--- src/rtl/triangle_column_span_rasterizer_unit_assert.svh ---
// ----------------------------------------------------------------------------
// Assertion macros for the triangle column span rasterizer
// Implication checks, clocked on clk_i and held off while rst_ni is low.
// ----------------------------------------------------------------------------
`ifndef TRIANGLE_COLUMN_SPAN_RASTERIZER_UNIT_ASSERT_SVH
`define TRIANGLE_COLUMN_SPAN_RASTERIZER_UNIT_ASSERT_SVH
`ifndef SYNTH
// same-cycle implication
`define TCSR_ASSERT_NOW(name, ante, cons) \
  name: assert property (@(posedge clk_i) disable iff (!rst_ni) (ante) |-> (cons)) \
    else $error("tcsr: same-cycle check failed");
// next-cycle implication
`define TCSR_ASSERT_NEXT(name, ante, cons) \
  name: assert property (@(posedge clk_i) disable iff (!rst_ni) (ante) |=> (cons)) \
    else $error("tcsr: next-cycle check failed");
`else
`define TCSR_ASSERT_NOW(name, ante, cons)
`define TCSR_ASSERT_NEXT(name, ante, cons)
`endif
`endif

--- src/rtl/tcsr_pkg.sv ---
// ----------------------------------------------------------------------------
// tcsr_pkg
// Widths, register codes and item types shared by the span rasterizer.
// ----------------------------------------------------------------------------
`timescale 1ns / 1ps

package tcsr_pkg;

  localparam int COORD_FRAC_BITS = 4;
  localparam int COORD_INT_BITS  = 12;
  localparam int CW      = COORD_INT_BITS + COORD_FRAC_BITS;  // vertex coordinate
  localparam int COL_W   = 12;
  localparam int ROW_W   = 13;
  localparam int COLOR_W = 24;
  localparam int CFG_W   = (CW > COLOR_W) ? CW : COLOR_W;
  localparam int XW      = COL_W + COORD_FRAC_BITS;           // column in fixed point
  localparam int DW      = ((CW > XW) ? CW : XW) + 1;         // coordinate differences
  localparam int P1W     = CW + DW;                           // y * dx
  localparam int P2W     = 2 * DW;                            // dy * offset
  localparam int NW      = 2 * DW + 1;                        // numerator magnitude
  localparam int DENW    = DW + COORD_FRAC_BITS;              // denominator
  localparam int QB      = COORD_INT_BITS + 1;                // quotient bits
  localparam int SW      = ((QB + 2) > (ROW_W + 1)) ? (QB + 2) : (ROW_W + 1);
  localparam int ROW_MIN = -4096;
  localparam int ROW_MAX = 4095;
  localparam int QUEUE_DEPTH = 4;

  localparam int REG_IDX_W = 3;
  localparam logic [REG_IDX_W-1:0] REG_VA_X = 3'd0;
  localparam logic [REG_IDX_W-1:0] REG_VA_Y = 3'd1;
  localparam logic [REG_IDX_W-1:0] REG_VB_X = 3'd2;
  localparam logic [REG_IDX_W-1:0] REG_VB_Y = 3'd3;
  localparam logic [REG_IDX_W-1:0] REG_VC_X = 3'd4;
  localparam logic [REG_IDX_W-1:0] REG_VC_Y = 3'd5;
  localparam logic [REG_IDX_W-1:0] REG_FILL = 3'd6;

  localparam int SEG_LO = 0;  // lower edge, ceiling
  localparam int SEG_HI = 1;  // upper edge, floor

  typedef struct packed {
    logic signed [CW-1:0] x;
    logic signed [CW-1:0] y;
  } tcsr_vtx_t;

  typedef struct packed {
    tcsr_vtx_t va;
    tcsr_vtx_t vb;
    tcsr_vtx_t vc;
  } tcsr_tri_t;

  typedef struct packed {
    logic signed [CW-1:0] py;
    logic signed [DW-1:0] dx;
    logic signed [DW-1:0] dy;
    logic signed [DW-1:0] ofs;
  } tcsr_seg_t;

  typedef struct packed {
    logic signed [COL_W-1:0] x;
    logic                    go;
    tcsr_seg_t [1:0]         seg;
  } tcsr_item_t;

endpackage

--- src/rtl/tcsr_front.sv ---
// ----------------------------------------------------------------------------
// tcsr_front
// Rotate the vertices, pick lower and upper edges for one column.
// ----------------------------------------------------------------------------
`timescale 1ns / 1ps

module tcsr_front (
  input  tcsr_pkg::tcsr_tri_t                tri_i,
  input  logic signed [tcsr_pkg::COL_W-1:0]  column_i,
  output tcsr_pkg::tcsr_item_t               item_o
);

  localparam int DW = tcsr_pkg::DW;

  function automatic tcsr_pkg::tcsr_seg_t mk_seg(input tcsr_pkg::tcsr_vtx_t p,
                                                 input tcsr_pkg::tcsr_vtx_t q,
                                                 input logic signed [DW-1:0] xf);
    tcsr_pkg::tcsr_seg_t s;
    s.py  = p.y;
    s.dx  = DW'(q.x) - DW'(p.x);
    s.dy  = DW'(q.y) - DW'(p.y);
    s.ofs = xf - DW'(p.x);
    return s;
  endfunction

  always_comb begin
    tcsr_pkg::tcsr_vtx_t a, b, c, lo0, lo1, hi0, hi1;
    logic signed [DW-1:0] xf, rgt;
    logic ok;
    xf = DW'(column_i) <<< tcsr_pkg::COORD_FRAC_BITS;

    // left-most vertex first, ties to a then b, winding kept
    if (tri_i.va.x <= tri_i.vb.x && tri_i.va.x <= tri_i.vc.x) begin
      a = tri_i.va; b = tri_i.vb; c = tri_i.vc;
    end else if (tri_i.vb.x <= tri_i.va.x && tri_i.vb.x <= tri_i.vc.x) begin
      a = tri_i.vb; b = tri_i.vc; c = tri_i.va;
    end else begin
      a = tri_i.vc; b = tri_i.va; c = tri_i.vb;
    end

    ok  = 1'b1;
    lo0 = a; lo1 = b; hi0 = a; hi1 = c;
    rgt = DW'(c.x);
    if (a.x == c.x) begin
      rgt = DW'(b.x); lo0 = a; lo1 = b; hi0 = c; hi1 = b;
      if (a.x == b.x) begin
        ok = 1'b0;
      end
    end else if (a.x == b.x) begin
      rgt = DW'(c.x); lo0 = b; lo1 = c; hi0 = a; hi1 = c;
    end else if (b.x == c.x) begin
      rgt = DW'(c.x); lo0 = a; lo1 = b; hi0 = a; hi1 = c;
    end else if (b.x < c.x) begin
      rgt = DW'(c.x); hi0 = a; hi1 = c;
      if (xf <= DW'(b.x)) begin
        lo0 = a; lo1 = b;
      end else begin
        lo0 = b; lo1 = c;
      end
    end else begin
      rgt = DW'(b.x); lo0 = a; lo1 = b;
      if (xf <= DW'(c.x)) begin
        hi0 = a; hi1 = c;
      end else begin
        hi0 = c; hi1 = b;
      end
    end

    item_o.x = column_i;
    item_o.seg[tcsr_pkg::SEG_LO] = mk_seg(lo0, lo1, xf);
    item_o.seg[tcsr_pkg::SEG_HI] = mk_seg(hi0, hi1, xf);
    item_o.go = ok && (xf >= DW'(a.x)) && (xf <= rgt) &&
                (lo0.x != lo1.x) && (hi0.x != hi1.x);
  end

endmodule

--- config.mk ---
export PLATFORM = sky130hd
export DESIGN_NAME = tcsr_front
export DESIGN_NICKNAME = d
export VERILOG_FILES = /design/src/rtl/triangle_column_span_rasterizer_unit_assert.svh /design/src/rtl/tcsr_pkg.sv /design/src/rtl/tcsr_front.sv
export SDC_FILE = /design/constraint.sdc
export NUM_CORES = 1
export LEC_CHECK = 0
export ABC_AREA = 1
export BUFFER_PORTS_ARGS = -buffer_cell sky130_fd_sc_hd__buf_4
export CAP_MARGIN = 20
export CORE_UTILIZATION = 28
export DETAILED_ROUTE_END_ITERATION = 12
export PLACE_DENSITY = 0.46
export SYNTH_ARGS = -nofsm -noshare
export SYNTH_HDL_FRONTEND = slang
export SYNTH_SLANG_ARGS = --single-unit
--- constraint.sdc ---
create_clock -name vclk -period 18.5
set_clock_uncertainty 0.05 [all_clocks]
set_input_delay 0.925 -clock vclk [all_inputs]
set_output_delay 0.925 -clock vclk [all_outputs]
set_load 0.05 [all_outputs]
# After elaboration in Yosys (flattened, before gate mapping)
# Index checks and enable logic that the tools add are counted.
dict set report word_totals {
  ff_bits 0
  in_bits 108
  out_inout_bits 147
}
dict set report classes {
  addsub 6
  n_lt_le_gt_ge 9
  eq_ne 5
  n_mux 32
  reduce_logical 6
}
# cell n
set op_table {}
lappend op_table {{32-bit 2-to-1 mux} 26}
lappend op_table {{16-bit by 16-bit subtractor with 17-bit output} 6}
lappend op_table {{16-bit <= comparator} 6}
lappend op_table {{17-bit 2-to-1 mux} 4}
lappend op_table {{16-bit == test} 3}
lappend op_table {{16-bit != test} 2}
lappend op_table {{16-bit by 17-bit <= comparator with 1-bit output} 1}
lappend op_table {{16-bit greater-or-equal comparator} 1}
lappend op_table {{16-bit less-than comparator} 1}
lappend op_table {{1-bit logical AND} 6}
lappend op_table {{1-bit 2-to-1 mux} 2}

# Logic depth before layout (Yosys ltp)
# Gate-level depths: netlist (run 1).
dict set report depth {
  word_depth 13
  depth_mapped 53
  depth_no_buf 51
}

# Worst setup path after synthesis (run 1)
# Ideal clock, no wire load.
dict set report synth_timing {
  path_kind {input port to output port}
  startpoint {input port tri_i[93] (netlist bit)}
  endpoint {output port item_o[32] (netlist bit)}
  arrival_ns 8.315
  required_ns 17.525
  setup_slack_ns 9.210
  path_stages 42
  path_buffers 3
  path_cell_list {inv_1 ha_1 nand2_1 inv_1 o21bai_1 nand2_1 a21oi_1 nand3_1 nand3_2 nand2_4 buf_6 buf_2 o211ai_1 o21ai_4 ha_1 nand2_1 or4_1 nor3_1 (+6 left out) o21ai_0 inv_1 ha_1 nand2_1 nor2_1 a211oi_1 o21ai_0 nand3_1 nand2_1 nand3_1 nand2_1 a21oi_1 inv_1 a21oi_1 o21ai_0 a21oi_1 o21ai_0 xor2_1}
}
# item line_no
set synth_lines {}
lappend synth_lines {{start: declaration} tcsr_front.sv:8} ;# input tcsr_pkg::tcsr_tri_t tri_i,
lappend synth_lines {{end: declaration} tcsr_front.sv:10} ;# output tcsr_pkg::tcsr_item_t item_o

==> results of run 1 <==
-- worst max-delay path: cells and delay by family --
family | cells | cell delay (ps)
fa+ha+maj | 4 | 1270
buf+inv | 6 | 1890
xor+xnor | 1 | 180
compound gates | 10 | 2610
simple gates | 19 | 3290
-- cell families after synthesis --
logic type / after synthesis / share of synthesized area, %
adders and majority gates: 204 / 23.0
muxes: 1 / 0.0891
buffers and inverters: 331 / 12.6
AOI/OAI and AO/OA: 453 / 23.9
and+or+nand+nor: 861 / 33.1
xor gates and xnor gates: 95 / 7.41
-- stage by stage --
step	hold WS [ps]	setup slack [ps]	instance area, um2	utilization [%]	cells
2_1_floorplan	1970	9210	11200	-	1945
3_5_place_dp	2160	7300	13400	34.1	2640
4_1_cts	2160	7290	13400	34.1	2640
6_report	2160	7330	13400	34.1	2640
3_3_place_gp	2160	7460	13400	34.1	2640
5_1_grt	2170	6290	13400	34.1	2640
-- synth_stat cells, drive strengths merged, types with 3 or more instances --
cell / instances
nand2: 586
inv: 248
o21ai: 239
ha: 200
nand3: 137
a21oi: 103
nor2: 81
xor2: 73
buf: 48
o211ai: 44
clkbuf: 35
xnor2: 22
nand4: 21
nor3: 18
o22ai: 15
o21bai: 10
a21o: 7
nor4: 7
a211oi: 6
a31oi: 6
or2: 6
a221oi: 4
fa: 4
o2111ai: 3
o221a: 3
-- layout make-up --
cell class                 count  share of cell area, %
multi-input combinational   1614                   73.6
timing repair buffer         260                   14.6
inverter                     248                   6.97
tap                          518                   4.85
-- path summary, 6_finish.rpt --
kind	startpoint	endpoint	slack, ps	cells after the start
max	tri_i[91]	item_o[50]	7330	40
min	column_i[0]	item_o[135]	2160	2
-- layer usage --
| layer | vias up | track usage [%] | share of wire (%) |
|---|---|---|---|
| li1 | 6896 | - | - |
| met1 | 5994 | 32.1 | 52 |
| met2 | 363 | 32.7 | 43 |
| met3 | 18 | 0.645 | 4.0 |
| met4 | 0 | 1.40 | 0.66 |
| met5 | - | 0 | 0 |
==> results.cfg, run 1 <==
[finish]
layout-drive-gt1-share_pct = 16.6
fillers = 4408
final_nets = 2436
synthToLayoutAreaGrowth_pct = 18.9
nClkBuffers = 0
flops_and_latches = 0
diodes = 0
seqCellArea_um2 = 0
layout_commonest_cell = nand2_1
final_cell_mix = nand2_1 (558), buf_4 (260), inv_1 (232)
multi_input_area_mm2 = 0.00982

[route]
vias_per_cell = 5.03
first_pass_iters = 6
vias = 13300
drt-total-wl_um = 44600
drc = 0
wl_per_cell_um = 16.9
dr.first_iter.drc_count = 970
ant_nets = 0

[floorplan]
die_w_um = 202
die_area_mm2 = 0.0409
rows = 72
die_h_um = 202
io_pins = 255
initial_core_util_pct = 28.7
core_area_mm2 = 0.0391

[global_route]
groute.usage.overall_pct = 20.8
grt_pass1_wl_um = 68000
antenna_found_initial = 0
grt_overflow_total = 0
grt_pass1_vias = 12100
grt_max_degree = 120

[worst_setup_path]
crit_required_ps = 17530
crit_arrival_ps = 10190
path_common_cell = nand2_1
crit_type = in -> out
startpoint_type = primary input
crit_fanout = 93
slowest_stage = buf_4
end_kind = primary output
cpPeakStageDelay_ps = 720

[clocking]
ctsHoldBuffers = 0
post_cts_resized = 0
cts_setup_buffers = 0

[timing]
fin_crit_sh_pct = 60.4
post-route-min-period_ps = 11170
finalHoldViolCount = 0
maxSlewHeadroom_pct = 32.7
finalSetupViolations = 0
clock.fmax_ghz = 0.0895
setup_tns_ps = 0
rsz0062_at_grt = false
slew_viol_final = 0
worst_slew_pin_slew_ps = 1010

[synth]
synthTopCellsByArea = ha_1 (22%), nand2_1 (19%), o21ai_0 (9.3%), inv_1 (7.8%), nand3_1 (5.7%)
netlist_instances = 1945
synth.net_count = 2257
avgSynthCellArea_um2 = 5.77
netlist_area_mm2 = 0.0112
seq_area_frac_synth_pct = 0
ys.warnings.count = 0
synth.top_cell.area_share_pct = 22.3
ys_types = 58
synth_top_area_cell = ha_1

[job]
cap_violations = 0

[place]
dp_hpwl_um = 38200
io_buffers = 255
gp_congestion = 0.925

[hold_path]
hold_class = in -> out

[outcome]
outcome = completed
Power of run 1 is left out: the tool's default activity adds up to more than one toggle a clock period on the data nets, which glitch-free logic cannot reach.
==> run 2: changes to the inputs <==
clock period = 10.5 ns   (was 18.5 ns; I/O delays follow)
==> run 2 against run 1 <==
Effect of this change: setup slack worse by 6300 ps; sequential share of layout area stayed put; first-iteration DRC count is 6.8% higher; die area stayed put; final area is 0.19% higher; worst hold slack worse by 790 ps; critical path depth is 1 lower; clock-buffer cell count stayed put; final cell count is 0.15% higher; core utilization is 0.064 points higher; routed wire length is 0.69% lower; critical path type unchanged; global-route usage is 0.26 points lower.
==> results.cfg, run 2 (synthesis gave the netlist of run 1 again) <==
[global_route]
grt_pass1_vias = 12100
grt_max_degree = 106
grt_overflow_total = 0
groute.usage.overall_pct = 20.5
grt_pass1_wl_um = 66800
antenna_found_initial = 1

[route]
first_pass_iters = 5
vias = 13400
wl_per_cell_um = 16.8
dr.first_iter.drc_count = 1036
ant_nets = 0
drc = 0
drt-total-wl_um = 44300
vias_per_cell = 5.07

[clocking]
post_cts_resized = 0
ctsHoldBuffers = 0
cts_setup_buffers = 0

[finish]
final_nets = 2439
synthToLayoutAreaGrowth_pct = 19.1
layout_commonest_cell = nand2_1
seqCellArea_um2 = 0
flops_and_latches = 0
final_cell_count_no_fill = 2644
nClkBuffers = 0
final_cell_mix = nand2_1 (558), buf_4 (263), inv_1 (232)
layout-drive-gt1-share_pct = 16.8

[worst_setup_path]
slowest_stage = or4_1
crit_fanout = 58
crit_required_ps = 9930
cp_num_buf_inv = 7
crit_arrival_ps = 8860
worstSetupStartpoint = tri_i[91]
crit_family = simple AND/OR/NAND/NOR gates
end_kind = primary output
startpoint_type = primary input
cpPeakStageDelay_ps = 570
crit_type = in -> out

[outcome]
outcome = completed

[floorplan]
io_pins = 255
die_area_mm2 = 0.0409
core_area_mm2 = 0.0391
die_h_um = 202
initial_core_util_pct = 28.7
rows = 72
die_w_um = 202

[timing]
fin_crit_sh_pct = 89.9
finalHoldViolCount = 0
post-route-min-period_ps = 9440
worst_slew_pin_slew_ps = 921
setup_tns_ps = 0
rsz0062_at_grt = false
slew_viol_final = 0
clock.fmax_ghz = 0.106
maxSlewHeadroom_pct = 38.6
finalSetupViolations = 0

[place]
io_buffers = 255
gp_congestion = 0.918
dp_hpwl_um = 38100
placed_cells = 2643

[job]
cap_violations = 0

[hold_path]
hold_class = in -> out
min_path_cells = 2
worstHoldStart = column_i[3]
hold_end = item_o[138]
## run 2: how the worst max path moves through the flow
| stage | to | slack (ps) | cells past startpoint |
|---|---|---|---|
| 4_1_cts | item_o[50] | 1060 | 39 |
| 2_1_floorplan | item_o[32] | 2010 | 42 |
| 3_5_place_dp | item_o[50] | 1100 | 39 |
| 6_report | item_o[50] | 1060 | 39 |
| 5_1_grt | item_o[50] | 360 | 39 |
| 3_3_place_gp | item_o[50] | 1390 | 38 |
## run 2: routing by layer
metal | up-vias | track usage, % | share of wire (%)
met5 | - | 0 | 0
met4 | 0 | 3.28 | 1.8
met3 | 38 | 1.24 | 4.1
met2 | 342 | 31.9 | 43
met1 | 6135 | 31.0 | 51
li1 | 6893 | - | -
## run 2: cell type report
cell class                      count  area [um2]
Inverter                          248         931
Tap cell                          518         648
Fill cell                        4389       25700
Timing Repair Buffer              263        1970
Antenna cell                        1        2.50
Multi-Input combinational cell   1614        9820
## run 2: per-stage QoR
step           hold WS [ps]  util [%]  cell area [um2]  setup WS (ps)
2_1_floorplan          1170         -            11200           2010
3_3_place_gp           1360      34.2            13400           1390
3_5_place_dp           1360      34.2            13400           1100
4_1_cts                1360      34.2            13400           1060
5_1_grt                1370      34.2            13400            362
6_report               1360      34.2            13400           1060
Power of run 2 is left out for the same reason.
