===== src/rtl/triangle_column_span_rasterizer_unit_assert.svh =====
// ----------------------------------------------------------------------------
// Assertion macros for the triangle column span rasterizer
// Implication checks, clocked on clk_i and held off while rst_ni is low.
// ----------------------------------------------------------------------------
`ifndef TRIANGLE_COLUMN_SPAN_RASTERIZER_UNIT_ASSERT_SVH
`define TRIANGLE_COLUMN_SPAN_RASTERIZER_UNIT_ASSERT_SVH
`ifndef SYNTH
// same-cycle implication
`define TCSR_ASSERT_NOW(name, ante, cons) \
  name: assert property (@(posedge clk_i) disable iff (!rst_ni) (ante) |-> (cons)) \
    else $error("tcsr: same-cycle check failed");
// next-cycle implication
`define TCSR_ASSERT_NEXT(name, ante, cons) \
  name: assert property (@(posedge clk_i) disable iff (!rst_ni) (ante) |=> (cons)) \
    else $error("tcsr: next-cycle check failed");
`else
`define TCSR_ASSERT_NOW(name, ante, cons)
`define TCSR_ASSERT_NEXT(name, ante, cons)
`endif
`endif


===== src/rtl/tcsr_pkg.sv =====
// ----------------------------------------------------------------------------
// tcsr_pkg
// Widths, register codes and item types shared by the span rasterizer.
// ----------------------------------------------------------------------------
`timescale 1ns / 1ps

package tcsr_pkg;

  localparam int COORD_FRAC_BITS = 4;
  localparam int COORD_INT_BITS  = 12;
  localparam int CW      = COORD_INT_BITS + COORD_FRAC_BITS;  // vertex coordinate
  localparam int COL_W   = 12;
  localparam int ROW_W   = 13;
  localparam int COLOR_W = 24;
  localparam int CFG_W   = (CW > COLOR_W) ? CW : COLOR_W;
  localparam int XW      = COL_W + COORD_FRAC_BITS;           // column in fixed point
  localparam int DW      = ((CW > XW) ? CW : XW) + 1;         // coordinate differences
  localparam int P1W     = CW + DW;                           // y * dx
  localparam int P2W     = 2 * DW;                            // dy * offset
  localparam int NW      = 2 * DW + 1;                        // numerator magnitude
  localparam int DENW    = DW + COORD_FRAC_BITS;              // denominator
  localparam int QB      = COORD_INT_BITS + 1;                // quotient bits
  localparam int SW      = ((QB + 2) > (ROW_W + 1)) ? (QB + 2) : (ROW_W + 1);
  localparam int ROW_MIN = -4096;
  localparam int ROW_MAX = 4095;
  localparam int QUEUE_DEPTH = 4;

  localparam int REG_IDX_W = 3;
  localparam logic [REG_IDX_W-1:0] REG_VA_X = 3'd0;
  localparam logic [REG_IDX_W-1:0] REG_VA_Y = 3'd1;
  localparam logic [REG_IDX_W-1:0] REG_VB_X = 3'd2;
  localparam logic [REG_IDX_W-1:0] REG_VB_Y = 3'd3;
  localparam logic [REG_IDX_W-1:0] REG_VC_X = 3'd4;
  localparam logic [REG_IDX_W-1:0] REG_VC_Y = 3'd5;
  localparam logic [REG_IDX_W-1:0] REG_FILL = 3'd6;

  localparam int SEG_LO = 0;  // lower edge, ceiling
  localparam int SEG_HI = 1;  // upper edge, floor

  typedef struct packed {
    logic signed [CW-1:0] x;
    logic signed [CW-1:0] y;
  } tcsr_vtx_t;

  typedef struct packed {
    tcsr_vtx_t va;
    tcsr_vtx_t vb;
    tcsr_vtx_t vc;
  } tcsr_tri_t;

  typedef struct packed {
    logic signed [CW-1:0] py;
    logic signed [DW-1:0] dx;
    logic signed [DW-1:0] dy;
    logic signed [DW-1:0] ofs;
  } tcsr_seg_t;

  typedef struct packed {
    logic signed [COL_W-1:0] x;
    logic                    go;
    tcsr_seg_t [1:0]         seg;
  } tcsr_item_t;

endpackage


===== src/rtl/tcsr_queue.sv =====
// ----------------------------------------------------------------------------
// tcsr_queue
// Small FIFO of classified column words between front and back.
// ----------------------------------------------------------------------------
`timescale 1ns / 1ps

module tcsr_queue #(
  parameter int unsigned DEPTH = tcsr_pkg::QUEUE_DEPTH
) (
  input  logic                  clk_i,
  input  logic                  rst_ni,
  input  logic                  push_i,
  input  tcsr_pkg::tcsr_item_t  item_i,
  input  logic                  pop_i,
  output logic                  full_o,
  output logic                  empty_o,
  output tcsr_pkg::tcsr_item_t  head_o
);

  localparam int PW    = (DEPTH > 1) ? $clog2(DEPTH) : 1;
  localparam int CNT_W = $clog2(DEPTH + 1);

  tcsr_pkg::tcsr_item_t mem_q [DEPTH];
  logic [PW-1:0]    wr_ptr_q, rd_ptr_q;
  logic [CNT_W-1:0] cnt_q, cnt_d;

  assign full_o  = (cnt_q == CNT_W'(DEPTH));
  assign empty_o = (cnt_q == '0);
  assign head_o  = mem_q[rd_ptr_q];

  always_comb begin
    cnt_d = cnt_q;
    if (push_i && !pop_i) begin
      cnt_d = cnt_q + CNT_W'(1);
    end else if (pop_i && !push_i) begin
      cnt_d = cnt_q - CNT_W'(1);
    end
  end

  always_ff @(posedge clk_i or negedge rst_ni) begin
    if (!rst_ni) begin
      wr_ptr_q <= '0;
      rd_ptr_q <= '0;
      cnt_q    <= '0;
    end else begin
      cnt_q <= cnt_d;
      if (push_i) begin
        wr_ptr_q <= (wr_ptr_q == PW'(DEPTH - 1)) ? '0 : wr_ptr_q + PW'(1);
      end
      if (pop_i) begin
        rd_ptr_q <= (rd_ptr_q == PW'(DEPTH - 1)) ? '0 : rd_ptr_q + PW'(1);
      end
    end
  end

  always_ff @(posedge clk_i) begin
    if (push_i) begin
      mem_q[wr_ptr_q] <= item_i;
    end
  end

endmodule


===== config.mk =====
export PLATFORM = sky130hd
export DESIGN_NAME = tcsr_queue
export DESIGN_NICKNAME = d
export VERILOG_FILES = /design/src/rtl/triangle_column_span_rasterizer_unit_assert.svh /design/src/rtl/tcsr_pkg.sv /design/src/rtl/tcsr_queue.sv
export SDC_FILE = /design/constraint.sdc
export NUM_CORES = 1
export LEC_CHECK = 0
export ABC_AREA = 1
export BUFFER_PORTS_ARGS = -buffer_cell sky130_fd_sc_hd__buf_4
export CAP_MARGIN = 30
export CORE_ASPECT_RATIO = 0.6
export CORE_MARGIN = 2
export CORE_UTILIZATION = 30
export DETAILED_ROUTE_END_ITERATION = 7
export PLACE_DENSITY = 0.59
export SKIP_LAST_GASP = 1
export SLEW_MARGIN = 20
export SYNTH_ARGS = -nofsm -noshare
export SYNTH_HDL_FRONTEND = slang
export SYNTH_SLANG_ARGS = --single-unit

===== constraint.sdc =====
create_clock -name clk_i -period 4.7 [get_ports clk_i]
set_input_delay 0.705 -clock clk_i [delete_from_list [all_inputs] [get_ports clk_i]]
set_output_delay 0.705 -clock clk_i [all_outputs]
set_load 0.05 [all_outputs]

# Word level (Yosys, flattened, before mapping)
# Memory sizes are Yosys's and may differ from the RTL's.
# Cells that the tools add are included.
# totals
register_bits	7
latchBits	0
wordCells	23
memories	1
mem_bits_ro	0
out_inout_bits	149
inputBits	151
ramBits	588
# classes
magnitude_cmp	0
n_mux	6
n_addsub	4
shifts	0
bitwise	0
mul	0
div_mod_pow	0
n_reduce_logical	6
n_eq_ne	3
# memory_table
memory	words	word_bits	rd	rd_ports_with_merged_regs	write_ports	line	source
mem_q	4	147	1	0	1	tcsr_queue.sv:23	tcsr_pkg::tcsr_item_t mem_q [DEPTH];
# op_table
cell	count
two-way mux 3 bit	2
adder 2 x 1 -> 2 bit, second input constant	2
== test 2 bit, second input constant	2
two-way mux 2 bit	2
adder 3 x 1 -> 3 bit, second input constant	1
== test 3 bit, second input constant	1
logical NOT 3 bit	1
subtractor 3 x 1 -> 3 bit, second input constant	1
logical AND 1 bit	2
logical NOT 1 bit	2
two-way mux 1 bit	2
nonzero test 2 bit	1

# Longest topological paths before layout
# Gate-level depths: netlist of run 1.
# depth
depth_word	4
ltp_mapped	9
mapped_depth_nobuf	9

# Worst setup path after synthesis of run 1
# Ideal clock, no wire load.
# synth_timing
path_type	input port to flip-flop
startpoint	input push_i
endpoint	memory mem_q[3][0] (netlist name) (enable)
t_arrival_ps	3578
cell_stages	2
slack_ps	622
required_time_ps	4200
setup_ps	500
n_path_buf	0
cell_sequence	nand2_1 inv_1
# synth_between
elab_chain_len	2
# synth_lines
item	line	source
from (decl)	tcsr_queue.sv:12	input logic push_i,
two-way mux 1 bit	tcsr_queue.sv:57	if (push_i) begin
two-way mux 1 bit (not written as such)	tcsr_queue.sv:58	mem_q[wr_ptr_q] <= item_i;
to (decl)	tcsr_queue.sv:23	
# No other way between the ends.

==> results.cfg, run 1 <==
[run_status]
status = complete, but fails checks
violations = design-rule violations

[clock_network]
clk_latency_ns = 0.61
cts_tree = done
numCtsBuffers = 58
cts_max_path_buffers = 3
clock_sinks = 595
root_buffer = clkbuf_16
post-cts-setup-buffer-count = 0
htreeDepth = 2
ctsResizeCount = 0
clk_pin_slew_ns = 0.06

[detailed_routing]
drc = 2
detail-route-antenna-nets = 0
vias = 13876
viasPerCell = 4.39
routedWlPerCell_um = 16.3
drtIter0Drc = 920
drt-total-wl_mm = 51.4
first_pass_iters = 8

[grt]
grt_pass1_vias = 13813
grt_max_degree = 156
met2_usage_pct = 19.7
track_usage_pct = 12.6
grtUsageMet3_pct = 3.70
grt_pass1_wl_mm = 79.7
top_usage_layer = met2
antenna_found_initial = 4
use_met1_pct = 17.1
grt_overflow_total = 0

[final_layout]
finalNonFillerCells = 3161
final_util_pct = 37.3
syn2layout_area_growth_pct = 23.0
finalInstanceArea_um2 = 29000
fin_nets = 2215
mostFrequentLayoutCell = edfxtp_1
drive_gt1_share_pct = 19.9
final_cell_mix = edfxtp_1 (588), nand2_1 (456), buf_4 (312), inv_1 (301), o211ai_1 (294)

[die]
die_w_um = 366
rows = 79
design.core.area_um2 = 77600
io_pins = 300
dieArea_um2 = 80900
fp.dieH_um = 221
start_util_pct = 30.4

[setup_path]
path_class = flip-flop to primary output
crit_path_cell_trace = inv_8 > buf_12 > nand2_1 > o211ai_1 > nand2_1 > buf_4
crit_top_cell = nand2_1
cp_max_fo = 155
worst_path_largest_cell_delay_ns = 0.61
critPathArrivalTime_ns = 2.77
cp_top_family = buffers and inverters
cp-start-kind = flip-flop
path_buf_inv = 3
end_kind = primary output
slowest_stage = inv_8
crit_required_ns = 3.99

[worst_hold_path]
min-delay-path-class = primary input to flip-flop

[power]
ir_drop_mv = 0.575
p_per_area_nw_per_um2 = 692
p_leak_nw = 11.4
report.power.total_mw = 20.1

[placement]
place_ws_ns = 1.84
place_hpwl_mm = 30.8
port_buffers = 299
placed_cells = 3049
place_area_um2 = 27000
gp_congestion = 0.750

[timing]
fin_skew_ns = 0.0212
whs_ns = 0.288
timing.final.ws_setup_ns = 1.22
fmax_ghz = 0.287
fin_crit_ns = 3.48
hold_viol = 0
tns_ns = 0
finalSetupViolations = 0
slew_headroom_pct = 33.1
worst_pin_slew_ns = 1.00
rsz0062_at_grt = false
maxSlewViolCount = 0
fin_crit_sh_pct = 74.0

[synth]
synth_nets = 1925
synthesis.area_um2 = 23600
yosysSeqAreaShare_pct = 75.7
synth.distinct_cells = 19
ys_ff_latch = 595
avgSynthCellArea_um2 = 13.3
synthCells = 1767
yosys_warnings = 0

[job]
max_cap_viol_count = 0
path summary, 6_finish.rpt:
check	start	endpoint	slack, ns	depth (start not counted)
setup / recovery	rd_ptr_q[0]	head_o[55]	1.22	6
hold / removal	item_i[125]	mem_q[3][125]	0.29	1
setup reg to reg	wr_ptr_q[0]	mem_q[3][101]	2.52	4
hold reg to reg	cnt_q[2]	cnt_q[2]	0.53	2
max in group asynchronous	rst_ni	rd_ptr_q[1]	4.11	2
min in group asynchronous	rst_ni	cnt_q[0]	0.45	2
Yosys cell counts (all sizes together):
cell,number,area (µm²)
dfrtp,7,175
nor3,2,10.0
o21ai,4,20.0
fa,1,20.0
nand4,1,6.26
nand2,456,1710
clkbuf,27,101
buf,70,405
nor2,2,7.51
nand3,1,5.00
o211ai,294,2210
edfxtp,588,17700
xnor2,1,8.76
inv,307,1150
ha,6,75.1
repair_timing:
item,in CTS,in global routing
hold endpoints to repair,7,0
hold buffers,1,0
endpoints found under the setup margin,0,0
layer usage:
layer | vias to the layer above | share of wire (%)
met5 | - | 0.053
met4 | 4 | 1.8
met3 | 70 | 7.4
met2 | 302 | 45
met1 | 6709 | 46
li1 | 6791 | -
sequential cells by signal, summed over array words and instances (netlist names):
signal    cells
rd_ptr_q      2
cnt_q         3
mem_q       588
wr_ptr_q      2
cells by family after synthesis:
kind of cell | count (synthesis) | synth area share (%)
flip-flops | 595 | 75.7
AND/OR/NAND/NOR | 462 | 7.39
buffers and inverters | 404 | 7.04
AO/OA/AOI/OAI | 298 | 9.45
adder cells (fa/ha/maj) | 7 | 0.404
XOR/XNOR | 1 | 0.0372
power by group:
| part | total [mW] | internal [mW] | leakage [nW] | switching (mW) |
|---|---|---|---|---|
| registers | 6.99 | 6.79 | 5.48 | 0.197 |
| logic | 8.42 | 2.24 | 5.00 | 6.19 |
| clock network | 4.65 | 2.69 | 0.924 | 1.96 |
| total | 20.1 | 11.7 | 11.4 | 8.34 |
area by class of cell:
cell class | instances | area (µm²)
Timing Repair Buffer | 327 | 2640
Sequential cell | 595 | 17800
Clock buffer | 77 | 1620
Antenna cell | 1 | 2.50
Clock inverter | 33 | 304
Tap cell | 1053 | 1320
Multi-Input combinational cell | 768 | 4070
Fill cell | 7363 | 48600
Inverter | 307 | 1180
Note: power is estimated with default switching activity, not from simulation.
==> inputs of run 2 (changes only) <==
--- a/config.mk
+++ b/config.mk
@@ -5,7 +5,7 @@
 export SDC_FILE = /design/constraint.sdc
 export NUM_CORES = 1
 export LEC_CHECK = 0
-export ABC_AREA = 1
+export ABC_AREA = 0
 export BUFFER_PORTS_ARGS = -buffer_cell sky130_fd_sc_hd__buf_4
 export CAP_MARGIN = 30
 export CORE_ASPECT_RATIO = 0.6
==> constraint.sdc (replaced) <==
create_clock -name clk_i -period 3.45 [get_ports clk_i]
set_input_delay 0.5175 -clock clk_i [delete_from_list [all_inputs] [get_ports clk_i]]
set_output_delay 0.5175 -clock clk_i [all_outputs]
set_load 0.05 [all_outputs]
==> results.cfg, run 2 <==
[clock_network]
post-cts-setup-buffer-count = 0
ctsResizeCount = 0
clk_latency_ns = 0.60
clock_sinks = 595
cts_tree = done
htreeDepth = 2
root_buffer = clkbuf_16
holdBufCountCts = 1
clk_pin_slew_ns = 0.06
numCtsBuffers = 57
cts_max_path_buffers = 3

[timing]
maxSlewViolCount = 0
timing.final.ws_setup_ns = 0.452
fin_crit_sh_pct = 86.9
finalSetupViolations = 0
fin_skew_ns = 0.0120
fin_crit_ns = 3.00
rsz0062_at_grt = false
worst_pin_slew_ns = 0.751
slew_headroom_pct = 49.9
whs_ns = 0.114
fmax_ghz = 0.334
tns_ns = 0
hold_viol = 0

[run_status]
status = completed

[die]
design.core.area_um2 = 71500
start_util_pct = 30.3
fp.dieH_um = 212
die_w_um = 351
rows = 76
io_pins = 300
dieArea_um2 = 74300

[setup_path]
critPathArrivalTime_ns = 2.48
timing.reg2reg.setup_slack_ns = 1.53
crit_start = rd_ptr_q[0]
r2r_start = wr_ptr_q[0]
crit_path_cell_trace = buf_12 > mux4_2 > buf_4
cp_max_fo = 39
rr_endpoint = mem_q[0][24]
slowest_stage = dfrtp_4
path_class = flip-flop to primary output
crit_required_ns = 2.93
worst_path_largest_cell_delay_ns = 0.64
endpoint = head_o[36]
r2r_cells = 4
cp-start-kind = flip-flop
end_kind = primary output

[detailed_routing]
routedWlPerCell_um = 20.0
vias = 9574
viasPerCell = 4.40
drtIter0Drc = 674
drt-total-wl_mm = 43.5
first_pass_iters = 4
detail-route-antenna-nets = 0
drc = 0

[placement]
gp_congestion = 0.699
placed_cells = 2072
port_buffers = 299
place_area_um2 = 25300
place_hpwl_mm = 25.8
place_ws_ns = 1.04

[synth]
synth_common_cells = edfxtp_1 (588), mux4_2 (147), buf_2 (14), buf_6 (14), dfrtp_1 (7)
synthFlopType = edfxtp_1
synthCells = 805
synth.most_common_cell = edfxtp_1
ys_ff_latch = 595
ys_async_sr_fraction_pct = 1.18
synth.distinct_cells = 20
avgSynthCellArea_um2 = 26.9
synth_nets = 963
yosysSeqAreaShare_pct = 82.4
synth_top_area_share_pct = 81.6
synth.area.top_cells = edfxtp_1 (82%), mux4_2 (15%), dfrtp_1 (0.81%)
yosysTopAreaCell = edfxtp_1
yosys_warnings = 0
synthesis.area_um2 = 21600
synth_edf_count = 588

[grt]
track_usage_pct = 11.5
grt_pass1_vias = 10232
grt_max_degree = 106
grt_overflow_total = 0
grt_pass1_wl_mm = 63.3
antenna_found_initial = 6

[final_layout]
final_util_pct = 37.9
drive_gt1_share_pct = 46.8
mostFrequentLayoutCell = edfxtp_1
nFillCells = 6479
syn2layout_area_growth_pct = 25.4
largest_reg_flops = 588
final_cell_mix = edfxtp_1 (588), buf_4 (308), mux4_2 (147), clkbuf_16 (57), buf_12 (17)
fin_nets = 1315
finalInstanceArea_um2 = 27100
reg_top3 = mem_q x588, cnt_q x3
finalNonFillerCells = 2178
top_register = mem_q

[worst_hold_path]
min-delay-path-class = primary input to flip-flop

[power]
p_per_area_nw_per_um2 = 962
p_leak_nw = 9.06
ir_drop_mv = 0.575
report.power.total_mw = 26.1

[job]
max_cap_viol_count = 0
[run 2: cell count changes in the layout (fill, tap and decap cells not counted), sizes merged, moves of 2 or more]
cell,change
inv,-301
clkbuf,-12
and2,+4
clkinv,+4
clkinvlp,-2
mux4,+147
o211ai,-294
nand2,-454
bufinv,+2
o21ai,-2
mux2,+3
xor2,+2
[run 2: where the power goes]
part	leakage (nW)	total, mW	switching (mW)	internal (mW)
clock	0.890	6.15	2.60	3.55
sequential	5.48	9.57	0.316	9.26
combinational	2.69	10.4	6.76	3.60
[run 2: worst max-delay path, delay by kind of cell (launching register included)]
kind                   cells  cell delay, ns
flip-flops                 1            0.64
multiplexers               1            0.61
buffers and inverters      2            0.55
[run 2: cell families (layout without fill, tap and decap cells)]
logic type	after synthesis	in the layout	synth area share [%]
multiplexers	150	150	15.5
buffers and inverters	37	434	1.24
other	0	1	0
adder cells (fa/ha/maj)	7	7	0.440
XOR/XNOR	3	3	0.121
flip-flops	595	595	82.4
AND/OR/NAND/NOR	11	11	0.260
AO/OA/AOI/OAI	2	2	0.0463
[run 2: routing by layer]
metal	track usage, %	part of all wire (%)	vias up
li1	-	-	4203
met1	15.2	43	5052
met2	17.8	47	236
met3	4.33	8.6	75
met4	3.09	1.9	8
met5	0	0.14	-
[run 2: final cells by class]
cell class                      instances  area (µm²)  share of cell area [%]
Timing Repair Buffer                  326        2660                    9.82
Multi-Input combinational cell        173        3540                    13.1
Tap cell                              975        1220                    4.50
Sequential cell                       595       17800                    65.8
Clock buffer                           65        1460                    5.37
Antenna cell                            1        2.50                 0.00923
Clock inverter                         39         382                    1.41
Inverter                                4        15.0                  0.0554
[run 2: how the worst min path moves through the flow]
stage                           start             to  slack, ns  cells after the start
after floorplan                rst_ni       cnt_q[0]       0.22                      0
after global placement         rst_ni       cnt_q[2]       0.35                      1
after detailed placement       rst_ni       cnt_q[2]       0.35                      1
after CTS                 item_i[108]  mem_q[2][108]       0.05                      1
after global routing       item_i[79]   mem_q[3][79]       0.06                      1
final                     item_i[108]  mem_q[0][108]       0.11                      1
